==> src/design/idd_ram.sv <==
// idd_ram: generic simple dual-port ram, one write and one registered read port
// no dependencies
module idd_ram #(
    parameter int WIDTH = 18,
    parameter int DEPTH = 256
) (
    input  logic                     clk,
    input  logic                     we,
    input  logic [$clog2(DEPTH)-1:0] waddr,
    input  logic [WIDTH-1:0]         wdata,
    input  logic [$clog2(DEPTH)-1:0] raddr,
    output logic [WIDTH-1:0]         rdata
);

    logic [WIDTH-1:0] mem [DEPTH];

    always_ff @(posedge clk) begin
        if (we) begin
            mem[waddr] <= wdata;
        end
        rdata <= mem[raddr];
    end

endmodule

==> config.mk <==
export PLATFORM = sky130hd
export DESIGN_NAME = idd_ram
export DESIGN_NICKNAME = d
export VERILOG_FILES = /design/src/design/idd_ram.sv
export SDC_FILE = /design/constraint.sdc
export NUM_CORES = 2
export LEC_CHECK = 0
export ABC_AREA = 0
export ABC_CLOCK_PERIOD_IN_PS = 5400
export BUFFER_PORTS_ARGS = -buffer_cell sky130_fd_sc_hd__buf_2
export CAP_MARGIN = 30
export CELL_PAD_IN_SITES_DETAIL_PLACEMENT = 1
export CELL_PAD_IN_SITES_GLOBAL_PLACEMENT = 1
export CORE_ASPECT_RATIO = 0.5
export CORE_MARGIN = 10
export CORE_UTILIZATION = 40
export DETAILED_ROUTE_END_ITERATION = 7
export PLACE_DENSITY_LB_ADDON = 0.25
export SLEW_MARGIN = 20
export SYNTH_ARGS = -nofsm -noshare
export SYNTH_HDL_FRONTEND = slang
export SYNTH_MEMORY_MAX_BITS = 65536
export SYNTH_SLANG_ARGS = --single-unit
==> constraint.sdc <==
create_clock -name clk -period 5.4 [get_ports clk]
set_input_delay 0.54 -clock clk [delete_from_list [all_inputs] [get_ports clk]]
set_output_delay 0.54 -clock clk [all_outputs]
set_load 0.005 [all_outputs]
Yosys cells after proc, flatten, opt, wreduce, memory -nomap -nowiden
Memory sizes are Yosys's and may differ from the RTL's. A register that Yosys moved wholly into a read port is not among the register bits.
Cells that the tools add are included.
Widths: inputs -> output; s select.
{"block": "word_totals", "elab_cells": 3, "memories": 1, "ramBits": 4608, "in_bits": 36, "register_bits": 0, "out_inout_bits": 18}
{"block": "op_classes", "mux": 2}
{"name": "mem", "depth": 256, "word_bits": 18, "read_ports": 1, "rd_ports_with_merged_regs": 1, "wr": 1, "line_no": "15", "text": "logic [WIDTH-1:0] mem [DEPTH];"}
{"cell": "$mux 1", "count": 2}

Logic depth before layout (Yosys ltp)
{"block": "depth", "depth_word": 2, "ltp_mapped": 12, "depth_no_buf": 7}

Worst setup path before layout
Ideal clock, no wire load.
{"block": "synth_timing", "kind": "input to register", "from": "input waddr[3]", "to": "memory mem[235][0], enable pin", "t_required_ps": 5007, "setup_ps": 393, "path_buffers": 3, "t_arrival_ps": 2399, "path_stages": 6, "path_slack_ps": 2608, "cell_sequence": "clkbuf_1 > nor2b_1 > clkbuf_1 > nand4_1 > clkbuf_1 > nor2_1"}
{"element": "start: declaration", "line_no": "9", "text": "input logic [$clog2(DEPTH)-1:0] waddr,"}
{"element": "end: declaration", "line_no": "15"}
Straight into the memory's write port.

==> results.json <==
{
  "status": "finished, final reports clean",
  "synth_seq_area_share": 0.778,
  "yosysUniqueCellTypes": 41,
  "reg2reg_setup_slack_ns": 2.22,
  "vias_per_cell": 6.00,
  "yosys.cell_count.top_type": "edfxtp_1",
  "r2r_cells": 5,
  "max_freq_mhz": 271,
  "end_kind": "flop",
  "powerDensity_nw_per_um2": 366,
  "fin_crit_sh": 0.682,
  "wl_per_cell_um": 35.1,
  "hold_class": "input pin to flop",
  "switching_power_uw": 16300,
  "clkLatencyLatePin_ns": 0.98,
  "die-area_um2": 474000,
  "drcViolationCount": 0,
  "p_int_uw": 57800,
  "gr-total-overflow": 0,
  "yosys-top-cells-area": "edfxtp_1 (78%), mux4_2 (11%), mux2i_1 (4.4%)",
  "post_cts_buffers": 0,
  "setup_ws_ns": 1.71,
  "cts-resized-gates": 0,
  "grt_pass1_wl_um": 739000,
  "ys_ff_latch": 4626,
  "setup_viol": 0,
  "grt_util_all_layers": 0.218,
  "netSwitchingFraction": 0.220,
  "hold_viol_final": 0,
  "synth_edf_count": 4608,
  "pwr-share-seq": 0.536,
  "num-nets-final": 8841,
  "cp.required_ns": 6.24,
  "finalMaxSlewViolations": 0,
  "initial_core_util": 0.401,
  "yosys_warnings": 0,
  "hold_ws_ns": 0.0164,
  "clkTransAtPathRegs_ns": 0.07,
  "finish.utilization": 0.457,
  "synth_cells": 8281,
  "fillerInstances": 40142,
  "cts.sinks": 4626,
  "ys.flop_type": "edfxtp_1",
  "cp-start-kind": "input pin",
  "synthTopCellsByCount": "edfxtp_1 (4608), mux4_2 (864), mux2i_1 (792)",
  "relSlewSlack": 0.194,
  "worst-slew-pin-transition_ns": 1.21,
  "clk_path_buf_depth": 4,
  "cp.arrival_ns": 4.53,
  "ctsHoldBuffers": 5,
  "rows": 173,
  "r2r_start": "mem[31][14]",
  "setup-tns-final_ns": 0,
  "drive_above_1_share": 0.256,
  "crit_type": "input pin to flop",
  "synth_top_cell_by_area": "edfxtp_1",
  "async_reset_ff_frac": 0,
  "clock_skew_ns": 0.0605,
  "min_from": "wdata[7]",
  "finalInstanceArea_um2": 203000,
  "r2r-end": "rdata[14]",
  "holdPathStages": 1,
  "detail-route-antenna-nets": 0,
  "first_global_vias": 90824,
  "maxCapViolCount": 0,
  "p_comb_frac": 0.053,
  "clock_power_share": 0.412,
  "routabilityCongestion": 0.835,
  "synth_top_area_frac": 0.776,
  "post-place-ws_ns": 0.870,
  "fin_crit_ns": 3.69,
  "postPlaceCellArea_um2": 189000,
  "grt_antenna_before_repair": 42,
  "portBuffers": 53,
  "firstDrtPassIters": 5,
  "root_buffer": "clkbuf_16",
  "dr_total_vias": 90695,
  "drt_wl_total_um": 531000,
  "die_x_um": 964,
  "grt_start_max_net_pins": 182,
  "drt_iter0_markers": 12419,
  "h-tree-depth": 5,
  "hold-path-endpoint": "mem[6][7]",
  "p_leak_uw": 0.0638,
  "syn_area_um2": 178000,
  "dpl.hpwl_um": 313000,
  "vdd.ir_drop.worst_mv": 0.304,
  "core_um2": 444000,
  "crit_fanout": 41,
  "area_growth_pct": 13.7,
  "numCtsBuffers": 423,
  "io_pins": 54,
  "rsz0062_at_grt": "false",
  "syn_avg_cell_area_um2": 21.5,
  "cts_tree": "built",
  "die_h_um": 492,
  "synthesis.nets": 8317
}
==> registers in the layout (all words and copies together) (netlist names) <==
signal,count
mem,4608
rdata,18
==> cell type report <==
type,instances,area (µm²),share of cell area
Antenna cell,22,55.1,0.000272
Clock buffer,508,11200,0.0555
Clock inverter,261,2500,0.0123
Inverter,4,27.5,0.000136
Multi-Input combinational cell,3155,37200,0.184
Sequential cell,4626,139000,0.684
Tap cell,5950,7440,0.0367
Timing Repair Buffer,595,5480,0.0271
==> layer usage <==
metal | GRT usage | vias up | wire [µm]
met4 | 0.0579 | 8 | 14600
met1 | 0.320 | 49878 | 228000
met5 | 0 | - | 59
li1 | - | 36232 | -
met2 | 0.339 | 3903 | 246000
met3 | 0.0355 | 674 | 42600
==> cells in the final DEF, fill, tap and decap left out, types with 12 or more instances in the layout <==
master and instances:
edfxtp_1 4608, nor3_1 154, clkbuf_16 435, a22o_1 19, o22ai_1 238, buf_8 22, nor2_4 21, a31oi_1 20
clkinvlp_4 14, diode_2 22, clkinv_1 102, nor4_2 20, buf_4 460, clkinv_2 83, nand3_1 13, buf_2 33
nand2_1 79, bufinv_16 45, mux4_2 864, buf_12 66, nor2_1 51, nand4_1 27, o21ai_0 12, a21oi_1 190
dfxtp_1 18, nor4_1 14, o221ai_1 317, nor2_2 218, mux2i_1 792, a22oi_1 51, clkbuf_1 64
==> worst max-delay path, stage by stage <==
cell	delay, ns
buf_4	0.26
inv_8	0.66
buf_12	0.40
o221ai_1	0.29
o22ai_1	0.22
nor3_1	0.13
nor3_1	0.83
a22o_1	0.63
nor4_2	0.11
==> worst max path at each step <==
stage                   from     endpoint  depth (start not counted)
finish              raddr[3]     rdata[5]                          9
global route        raddr[0]     rdata[8]                          8
global placement    raddr[3]    rdata[17]                          8
CTS                 raddr[3]     rdata[8]                          9
detailed placement  raddr[3]    rdata[17]                          8
floorplan           waddr[3]  mem[235][0]                          6
==> per-stage QoR <==
step	total power, µW	instances
global route	76200	15105
global placement	44300	14309
floorplan	42300	8281
finish	74100	15121
CTS	74600	15092
detailed placement	44400	14318
==> logic make-up after synthesis <==
family | count (synthesis) | synth area share
flops | 4626 | 0.778
mux | 1656 | 0.154
compound gates | 862 | 0.0341
simple gates | 637 | 0.0166
buf+inv | 500 | 0.0173
==> power by group through the flow <==
stage | Combinational [µW] | Sequential [µW] | Clock, µW
after global routing | 4090 | 39700 | 32400
after floorplan | 1970 | 40400 | 0
after global placement | 3840 | 40500 | 0
after CTS | 3920 | 39700 | 31000
after detailed placement | 3910 | 40500 | 0
final | 3900 | 39700 | 30500
No activity file was read; power rests on OpenSTA's default activity.
